### config.mk
export PLATFORM = sky130hd
export DESIGN_NAME = ip_address_text_parser
export DESIGN_NICKNAME = d
export VERILOG_FILES = /design/src/sv/iptp_pkg.sv /design/src/sv/iptp_front.sv /design/src/sv/iptp_back.sv /design/src/sv/ip_address_text_parser.sv
export SDC_FILE = /design/constraint.sdc
export NUM_CORES = 1
export LEC_CHECK = 0
export BUFFER_PORTS_ARGS = -buffer_cell sky130_fd_sc_hd__buf_2
export CORE_UTILIZATION = 35
export CTS_CLUSTER_SIZE = 12
export DETAILED_ROUTE_END_ITERATION = 6
export PLACE_DENSITY = 0.5
export SLEW_MARGIN = 0
export SYNTH_ARGS = -nofsm -noshare
export SYNTH_HDL_FRONTEND = slang
export SYNTH_HIERARCHICAL = 1
export SYNTH_SLANG_ARGS = --single-unit
### constraint.sdc
create_clock -name i_clk -period 16.9 [get_ports i_clk]
set_input_delay 1.69 -clock i_clk [delete_from_list [all_inputs] [get_ports i_clk]]
set_output_delay 1.69 -clock i_clk [all_outputs]
set_load 0.03 [all_outputs]
### src/sv/iptp_pkg.sv
`default_nettype none
package iptp_pkg;
    localparam logic [7:0] CH_COLON = 8'd58;
    localparam logic [7:0] CH_DOT   = 8'd46;
    localparam logic [1:0] ST_OK    = 2'd0;
    localparam logic [1:0] ST_BAD   = 2'd1;
    localparam logic [1:0] ST_FAM   = 2'd2;
    localparam logic [1:0] FAM_V4   = 2'd0;
    localparam logic [1:0] FAM_V6   = 2'd1;
    localparam int QDEPTH = 2;

    typedef enum logic [7:0] {
        PH_START     = 8'b0000_0001,
        PH_V6_BEGIN  = 8'b0000_0010,
        PH_V6_LEAD   = 8'b0000_0100,
        PH_V6_GAP    = 8'b0000_1000,
        PH_V6_DIGITS = 8'b0001_0000,
        PH_V6_COLON  = 8'b0010_0000,
        PH_V4_DOT    = 8'b0100_0000,
        PH_V4_DIGITS = 8'b1000_0000
    } t_phase;

    // one beat of the queue: a classified character
    typedef struct packed {
        logic [7:0] ch;
        logic [4:0] hex;     // 16 = not a hex digit
        logic       dig;
        logic       colon;
        logic       dot;
        logic       last;
        logic [1:0] family;
    } t_tok;

    function automatic logic part_ok(input logic [9:0] v, input logic [2:0] n);
        logic r;
        r = 1'b1;
        if (n < 3'd1 || n > 3'd3 || v > 10'd255) r = 1'b0;
        if (n == 3'd2 && v < 10'd10) r = 1'b0;
        if (n == 3'd3 && v < 10'd100) r = 1'b0;
        return r;
    endfunction
endpackage
`default_nettype wire

### src/sv/iptp_front.sv
`default_nettype none
module iptp_front (
    input  wire                 i_clk,
    input  wire                 i_rst_n,
    input  wire  [7:0]          i_character,
    input  wire                 i_text_end,
    input  wire  [1:0]          i_family,
    input  wire                 i_valid,
    output logic                o_ready,
    output iptp_pkg::t_tok      o_tok,
    output logic                o_tok_valid,
    input  wire                 i_tok_ready
);
    iptp_pkg::t_tok r_q [iptp_pkg::QDEPTH];
    logic [0:0] r_wp, r_rp;
    logic [1:0] r_cnt;
    iptp_pkg::t_tok w_tok;
    logic w_push, w_pop;
    logic [7:0] w_lc;

    always_comb begin
        w_lc = i_character | 8'd32;
        w_tok.ch = i_character;
        w_tok.dig = (i_character >= 8'd48) && (i_character <= 8'd57);
        if (w_tok.dig) w_tok.hex = 5'(i_character - 8'd48);
        else if (w_lc >= 8'd97 && w_lc <= 8'd102) w_tok.hex = 5'(w_lc - 8'd87);
        else w_tok.hex = 5'd16;
        w_tok.colon = (i_character == iptp_pkg::CH_COLON);
        w_tok.dot = (i_character == iptp_pkg::CH_DOT);
        w_tok.last = i_text_end;
        w_tok.family = i_family;
    end

    assign o_ready = (r_cnt != 2'(iptp_pkg::QDEPTH));
    assign o_tok_valid = (r_cnt != 2'd0);
    assign o_tok = r_q[r_rp];
    assign w_push = i_valid && o_ready;
    assign w_pop = o_tok_valid && i_tok_ready;

    always_ff @(posedge i_clk) begin
        if (w_push) r_q[r_wp] <= w_tok;
        if (!i_rst_n) begin
            r_wp <= '0; r_rp <= '0; r_cnt <= '0;
        end else begin
            if (w_push) r_wp <= r_wp + 1'b1;
            if (w_pop) r_rp <= r_rp + 1'b1;
            r_cnt <= r_cnt + 2'(w_push) - 2'(w_pop);
        end
    end

`ifndef SYNTHESIS
    a_no_over: assert property (@(posedge i_clk) disable iff (!i_rst_n)
        r_cnt <= 2'(iptp_pkg::QDEPTH)) else $error("queue overflow");
    a_cnt: assert property (@(posedge i_clk) disable iff (!i_rst_n)
        (w_push && !w_pop) |=> r_cnt == $past(r_cnt) + 2'd1) else $error("count");
    a_empty: assert property (@(posedge i_clk) disable iff (!i_rst_n)
        (r_cnt == 2'd0) |-> (r_wp == r_rp)) else $error("pointers");
`endif
endmodule
`default_nettype wire

### src/sv/iptp_back.sv
`default_nettype none
module iptp_back (
    input  wire                 i_clk,
    input  wire                 i_rst_n,
    input  iptp_pkg::t_tok      i_tok,
    input  wire                 i_tok_valid,
    output logic                o_tok_ready,
    output logic [1:0]          o_status,
    output logic [63:0]         o_address_high,
    output logic [63:0]         o_address_low,
    output logic                o_valid,
    input  wire                 i_ready
);
    logic [15:0] r_grp [8];
    logic [7:0]  r_oct [3];
    iptp_pkg::t_phase r_ph, w_ph, n_ph;
    logic [3:0] r_gc, n_gc, r_gp, n_gp;
    logic r_gv, n_gv, r_err, n_err, r_ad, n_ad;
    logic [15:0] r_hex, n_hex;
    logic [9:0] r_dec, n_dec;
    logic [2:0] r_dc, n_dc, r_oi, n_oi;
    logic [1:0] r_fam, w_fam;
    logic w_go, w_gw, w_ow;
    logic [2:0] w_gi;
    logic [1:0] w_oidx;
    logic [7:0] w_oval;
    // finish stage: grouped snapshot, address assembled next cycle
    logic r_fv, n_fv;
    logic [1:0] r_fst, n_fst;
    logic [15:0] r_fg [8];
    logic [15:0] w_fg [8];
    logic [3:0] r_fgc, r_fgp, n_fgc;
    logic r_fgv, r_f4;
    logic [31:0] r_v4, w_v4;
    logic [127:0] w_addr;
    logic w_fin_ok;
    logic [3:0] w_fill, w_j;
    logic w_adv;

    assign w_adv = !o_valid || i_ready;
    // only a text_end beat needs the finish register free
    assign o_tok_ready = w_adv || !i_tok.last;
    assign w_go = i_tok_valid && o_tok_ready;
    assign w_ph = (r_ph == iptp_pkg::PH_START) ?
        ((i_tok.family == iptp_pkg::FAM_V6) ? iptp_pkg::PH_V6_BEGIN : iptp_pkg::PH_V4_DOT)
        : r_ph;
    assign w_fam = (r_ph == iptp_pkg::PH_START) ? i_tok.family : r_fam;

    always_comb begin
        logic [3:0] g0;
        logic [9:0] d0;
        logic [2:0] c0;
        logic e0, a0;
        g0 = (r_ph == iptp_pkg::PH_START) ? 4'd0 : r_gc;
        d0 = (r_ph == iptp_pkg::PH_START) ? 10'd0 : r_dec;
        c0 = (r_ph == iptp_pkg::PH_START) ? 3'd0 : r_dc;
        e0 = (r_ph == iptp_pkg::PH_START) ? 1'b0 : r_err;
        a0 = (r_ph == iptp_pkg::PH_START) ? 1'b1 : r_ad;
        n_ph = w_ph; n_gc = g0; n_err = e0; n_ad = a0; n_dec = d0; n_dc = c0;
        n_gv = (r_ph == iptp_pkg::PH_START) ? 1'b0 : r_gv;
        n_gp = (r_ph == iptp_pkg::PH_START) ? 4'd0 : r_gp;
        n_hex = (r_ph == iptp_pkg::PH_START) ? 16'd0 : r_hex;
        n_oi = (r_ph == iptp_pkg::PH_START) ? 3'd0 : r_oi;
        w_gw = 1'b0; w_gi = g0[2:0]; w_ow = 1'b0; w_oidx = '0; w_oval = d0[7:0];
        if (!i_tok.last && w_fam < 2'd2 && !e0) begin
            unique case (w_ph)
                iptp_pkg::PH_V6_BEGIN, iptp_pkg::PH_V6_GAP, iptp_pkg::PH_V6_COLON: begin
                    if (w_ph == iptp_pkg::PH_V6_BEGIN && i_tok.colon)
                        n_ph = iptp_pkg::PH_V6_LEAD;
                    else if (w_ph == iptp_pkg::PH_V6_COLON && i_tok.colon && !n_gv) begin
                        n_gv = 1'b1; n_gp = g0; n_ph = iptp_pkg::PH_V6_GAP;
                    end else if (!i_tok.colon && !i_tok.hex[4]) begin
                        if (g0 >= 4'd8) n_err = 1'b1;
                        else begin
                            n_hex = {12'd0, i_tok.hex[3:0]}; n_dc = 3'd1;
                            n_ad = i_tok.dig; n_dec = i_tok.dig ? 10'(i_tok.hex) : 10'd0;
                            n_ph = iptp_pkg::PH_V6_DIGITS;
                        end
                    end else n_err = 1'b1;
                end
                iptp_pkg::PH_V6_LEAD: begin
                    if (i_tok.colon) begin
                        n_gv = 1'b1; n_gp = 4'd0; n_ph = iptp_pkg::PH_V6_GAP;
                    end else n_err = 1'b1;
                end
                iptp_pkg::PH_V6_DIGITS: begin
                    if (!i_tok.hex[4]) begin
                        if (c0 >= 3'd4) n_err = 1'b1;
                        else begin
                            n_hex = {r_hex[11:0], i_tok.hex[3:0]};
                            n_dc = c0 + 3'd1;
                            if (!i_tok.dig) n_ad = 1'b0;
                            if (a0 && i_tok.dig && n_dc <= 3'd3)
                                n_dec = 10'(d0 * 10'd10 + 10'(i_tok.hex));
                        end
                    end else if (i_tok.colon) begin
                        w_gw = 1'b1; n_gc = g0 + 4'd1; n_ph = iptp_pkg::PH_V6_COLON;
                    end else if (i_tok.dot && a0 && g0 <= 4'd6
                                 && iptp_pkg::part_ok(d0, c0)) begin
                        w_ow = 1'b1; w_oidx = 2'd0; n_oi = 3'd1;
                        n_ph = iptp_pkg::PH_V4_DOT;
                    end else n_err = 1'b1;
                end
                iptp_pkg::PH_V4_DOT: begin
                    if (i_tok.dig) begin
                        n_dec = 10'(i_tok.hex); n_dc = 3'd1; n_ph = iptp_pkg::PH_V4_DIGITS;
                    end else n_err = 1'b1;
                end
                iptp_pkg::PH_V4_DIGITS: begin
                    if (i_tok.dig) begin
                        if (c0 >= 3'd3) n_err = 1'b1;
                        else begin
                            n_dec = 10'(d0 * 10'd10 + 10'(i_tok.hex)); n_dc = c0 + 3'd1;
                        end
                    end else if (i_tok.dot && n_oi < 3'd3 && iptp_pkg::part_ok(d0, c0)) begin
                        w_ow = 1'b1; w_oidx = n_oi[1:0]; n_oi = n_oi + 3'd1;
                        n_ph = iptp_pkg::PH_V4_DOT;
                    end else n_err = 1'b1;
                end
                default: n_err = 1'b1;
            endcase
        end
        // end of text: judge and snapshot
        n_fst = iptp_pkg::ST_OK; n_fgc = g0;
        w_v4 = {r_oct[0], r_oct[1], r_oct[2], d0[7:0]};
        for (int k = 0; k < 8; k++) w_fg[k] = r_grp[k];
        if (w_fam >= 2'd2) n_fst = iptp_pkg::ST_FAM;
        else if (e0) n_fst = iptp_pkg::ST_BAD;
        else if (w_ph == iptp_pkg::PH_V4_DIGITS) begin
            if (r_oi != 3'd3 || !iptp_pkg::part_ok(d0, c0)) n_fst = iptp_pkg::ST_BAD;
            else if (w_fam == iptp_pkg::FAM_V6) begin
                if (g0 > 4'd6) n_fst = iptp_pkg::ST_BAD;
                else begin
                    w_fg[g0[2:0]] = {r_oct[0], r_oct[1]};
                    w_fg[3'(g0 + 4'd1)] = {r_oct[2], d0[7:0]};
                    n_fgc = g0 + 4'd2;
                end
            end
        end else if (w_fam != iptp_pkg::FAM_V6) n_fst = iptp_pkg::ST_BAD;
        else if (w_ph == iptp_pkg::PH_V6_DIGITS) begin
            w_fg[g0[2:0]] = r_hex; n_fgc = g0 + 4'd1;
        end else if (w_ph != iptp_pkg::PH_V6_GAP) n_fst = iptp_pkg::ST_BAD;
        if (n_fst == iptp_pkg::ST_OK && !(w_fam == iptp_pkg::FAM_V4)) begin
            if (n_gv ? (n_fgc >= 4'd8) : (n_fgc != 4'd8)) n_fst = iptp_pkg::ST_BAD;
        end
        n_fv = r_fv;
        if (w_adv) n_fv = w_go && i_tok.last;
    end

    always_comb begin
        w_fill = 4'd8 - r_fgc; w_j = 4'd0;
        for (int i = 0; i < 8; i++) begin
            if (r_fgv && 4'(i) >= r_fgp && 4'(i) < r_fgp + w_fill)
                w_addr[127-16*i -: 16] = 16'd0;
            else begin
                w_addr[127-16*i -: 16] = r_fg[w_j[2:0]];
                w_j = w_j + 4'd1;
            end
        end
        w_fin_ok = (r_fst == iptp_pkg::ST_OK);
    end

    assign o_valid = r_fv;
    assign o_status = r_fst;
    assign o_address_high = (!w_fin_ok || r_f4) ? 64'd0 : w_addr[127:64];
    assign o_address_low = !w_fin_ok ? 64'd0 : (r_f4 ? {32'd0, r_v4} : w_addr[63:0]);

    always_ff @(posedge i_clk) begin
        if (w_go && w_gw) r_grp[w_gi] <= r_hex;
        if (w_go && w_ow) r_oct[w_oidx] <= w_oval;
        if (w_go && i_tok.last) begin
            r_fst <= n_fst; r_fgc <= n_fgc; r_fgp <= n_gp; r_fgv <= n_gv;
            r_f4 <= (w_fam == iptp_pkg::FAM_V4); r_v4 <= w_v4;
            for (int k = 0; k < 8; k++) r_fg[k] <= w_fg[k];
        end
        if (w_go && !i_tok.last) begin
            r_hex <= n_hex; r_dec <= n_dec;
        end
        if (!i_rst_n) begin
            r_ph <= iptp_pkg::PH_START; r_gc <= '0; r_gv <= 1'b0; r_gp <= '0;
            r_err <= 1'b0; r_ad <= 1'b1; r_dc <= '0; r_oi <= '0; r_fam <= '0;
            r_fv <= 1'b0;
        end else begin
            r_fv <= n_fv;
            if (w_go) begin
                if (i_tok.last) r_ph <= iptp_pkg::PH_START;
                else begin
                    r_ph <= n_ph; r_gc <= n_gc; r_gv <= n_gv; r_gp <= n_gp;
                    r_err <= n_err; r_ad <= n_ad; r_dc <= n_dc; r_oi <= n_oi;
                    r_fam <= w_fam;
                end
            end
        end
    end

`ifndef SYNTHESIS
    a_hold: assert property (@(posedge i_clk) disable iff (!i_rst_n)
        (o_valid && !i_ready) |=> o_valid && $stable(o_status)) else $error("result lost");
    a_gc: assert property (@(posedge i_clk) disable iff (!i_rst_n)
        r_gc <= 4'd8) else $error("group count");
    a_oi: assert property (@(posedge i_clk) disable iff (!i_rst_n)
        r_oi <= 3'd3) else $error("octet index");
    a_bad: assert property (@(posedge i_clk) disable iff (!i_rst_n)
        (o_valid && o_status != iptp_pkg::ST_OK) |->
        (o_address_high == 64'd0 && o_address_low == 64'd0)) else $error("addr");
`endif
endmodule
`default_nettype wire

### src/sv/ip_address_text_parser.sv
// A text_end beat is registered in the input queue, then judged when it leaves the queue
// and the finish register is free; o_valid rises as the result is registered there.
// Throughput: one character beat per cycle; the parse update on small registers is the
// per-cycle step. Only a text_end beat waits on a held result.
// Reset: synchronous active low; clears the queue, parse phase and output valid.
`default_nettype none
module ip_address_text_parser (
    input  wire         i_clk,
    input  wire         i_rst_n,
    input  wire  [7:0]  i_character,
    input  wire         i_text_end,
    input  wire  [1:0]  i_family,
    input  wire         i_valid,
    output logic        o_ready,
    output logic [1:0]  o_status,
    output logic [63:0] o_address_high,
    output logic [63:0] o_address_low,
    output logic        o_valid,
    input  wire         i_ready
);
    iptp_pkg::t_tok w_tok;
    logic w_tv, w_tr;

    iptp_front u_front (
        .i_clk, .i_rst_n, .i_character, .i_text_end, .i_family, .i_valid, .o_ready,
        .o_tok(w_tok), .o_tok_valid(w_tv), .i_tok_ready(w_tr)
    );

    iptp_back u_back (
        .i_clk, .i_rst_n, .i_tok(w_tok), .i_tok_valid(w_tv), .o_tok_ready(w_tr),
        .o_status, .o_address_high, .o_address_low, .o_valid, .i_ready
    );
endmodule
`default_nettype wire

==> results_dict.tcl <==
set metrics [dict create \
    cp.arrival_ps 8750 \
    cts.sinks 405 \
    synth_cells 3000 \
    drive_gt1_frac 0.133 \
    grt_usage 0.270 \
    hold_violations 0 \
    critPathLaunchType "register" \
    max_stage_delay_ps 910 \
    vdd_ir_drop_max_v 0.000389 \
    finalClockSkew_ps 21.3 \
    p_clk_frac 0.136 \
    critPathKind "register to primary output" \
    core_region_area_mm2 0.0776 \
    synth.avg_cell_area_um2 9.15 \
    crit_required_ps 15210 \
    die_w_um 282 \
    power_leakage_nw 10.8 \
    power.density_mw_per_mm2 230 \
    post-cts-setup-buffers 0 \
    dpl.hpwl_um 77200 \
    clock-root-buffer "clkbuf_16" \
    seqPwrFrac 0.241 \
    worst_pin_slew_ps 1270 \
    tritoncts "yes" \
    grt.overflow.total 0 \
    drv_cap 0 \
    setup_viol 0 \
    die_h_um 282 \
    slew-limit-headroom 0.147 \
    initial_core_util 0.354 \
    rsz0062_at_grt "no" \
    post-route-period-util 0.618 \
    cts_buffers 45 \
    syn_nets 3056 \
    area_growth_pct 10.2 \
    nFillCells 7759 \
    hold_path_class "register to register" \
    clk_latency_ps 590 \
    slew_violations 0 \
    cts_hold_buf 0 \
    first_pass_iters 7 \
    io_buffers 146 \
    yosys_warnings 6 \
    dp.cells 3964 \
    dieArea_mm2 0.0796 \
    rows 102 \
    totalPowerFinal_w 0.00696 \
    crit_path_end_kind "primary output" \
    io_pins 147 \
    diodes 0 \
    first_global_vias 23900 \
    max_freq_ghz 0.0957 \
    critPathMaxFanout 64 \
    comb_power_share 0.623 \
    syn_area_mm2 0.0275 \
    wire_per_inst_um 27.2 \
    crit_slowest_cell "xnor3_4" \
    path_clk_slew_ps 60 \
    hp-start "u_back/r_gp[2]" \
    post_cts_resized 0 \
    pre_cts_ws_ps 7050 \
    startpoint "u_back/r_fgp[1]" \
    crit_top_cell "ha_1" \
    p_switching_w 0.00349 \
    antenna_found_initial 8 \
    period_needed_ps 10440 \
    power.internal_w 0.00346 \
    routabilityCongestion 0.905 \
    via_count 25600 \
    drt-initial-drc-count 3319 \
    ant_nets 0 \
    drt-total-wl_um 110000 \
    timing.critical_path.buf_inv 7 \
    netSwitchingFraction 0.502 \
    cts_max_level 2 \
    fin_util 0.390 \
    finalNonFillerCells 4041 \
    clockBufferDepth 3 \
    tns_ps 0 \
    grt_max_degree 103 \
    cp_top_family "adder cells" \
    nets 3027 \
    via_per_inst 6.34 \
    setup_slack_ps 6460 \
    grt_pass1_wl_um 162000 \
    drcViolationCount 0 \
    r2r_start "u_back/r_ph[4]" \
    status "finished, final reports clean" \
]
==> power by group through the flow <==
stage	combinational, W	sequential (W)	clock, W
5_1_grt	0.00464	0.00169	0.000997
3_5_place_dp	0.00429	0.00168	0
4_1_cts	0.00430	0.00166	0.000964
3_3_place_gp	0.00421	0.00167	0
6_report	0.00433	0.00168	0.000948
2_1_floorplan	0.00343	0.00149	0
==> registers in the layout, summed over array words and instances, names as in the netlist, 3 cells and up, named ones only <==
name and flops:
u_front/r_q 22, u_back/r_grp 128, u_back/r_fgp 4, u_back/r_oi 3
u_back/r_gc 4, u_back/r_gp 4, u_back/r_oct 24, u_back/r_hex 16
u_back/r_ph 8, u_back/r_dec 10, u_back/r_fg 128, u_back/r_v4 32
u_back/r_fgc 4, u_back/r_dc 3
==> metrics by stage <==
stage	hold slack (ps)	area, um2
finish	489	30300
global route	516	30300
CTS	494	30300
detailed placement	482	28900
global placement	461	28900
floorplan	424	27500
==> final timing paths <==
check	to	slack (ps)	cells past startpoint
hold / removal	u_back/r_gp[2]	490	2
setup reg to reg	u_back/r_fg[6][1]	10980	10
setup / recovery	o_address_low[6]	6460	28
hold reg to reg	u_back/r_gp[2]	490	2
==> layout make-up <==
cell class / count / area (um2) / area share
inverter: 48 / 185 / 0.00612
multi-input combinational: 2274 / 14500 / 0.478
sequential: 405 / 11800 / 0.391
tap: 1040 / 1300 / 0.0430
clock buffer: 52 / 1160 / 0.0384
timing repair buffer: 197 / 1110 / 0.0368
clock inverter: 25 / 200 / 0.00662
==> cells in the final DEF, fill, tap and decap left out, types with 41 or more instances in the layout <==
master	count
nand2_1	483
mux2i_1	65
o31ai_1	71
nor2_1	273
edfxtp_1	372
inv_1	41
mux4_2	64
clkbuf_16	45
buf_2	146
and3_1	55
o21ai_0	116
nand3_1	114
a31oi_1	43
a21oi_1	276
buf_4	51
o211ai_1	52
a22oi_1	73
o22ai_1	199
==> worst min-delay path, stage by stage, from the launching register on <==
cell and delay (ps):
dfxtp_1 320, nand2_1 50, a21boi_0 70
==> per-layer routing <==
metal  vias to the layer above  global-route usage  share of wire
li1                      11200                   -              -
met4                         6              0.0826          0.026
met1                     12700               0.379           0.43
met5                         -                   0        0.00032
met3                       207              0.0425          0.089
met2                      1473               0.427           0.45
Power figures use the tool's default switching activity.
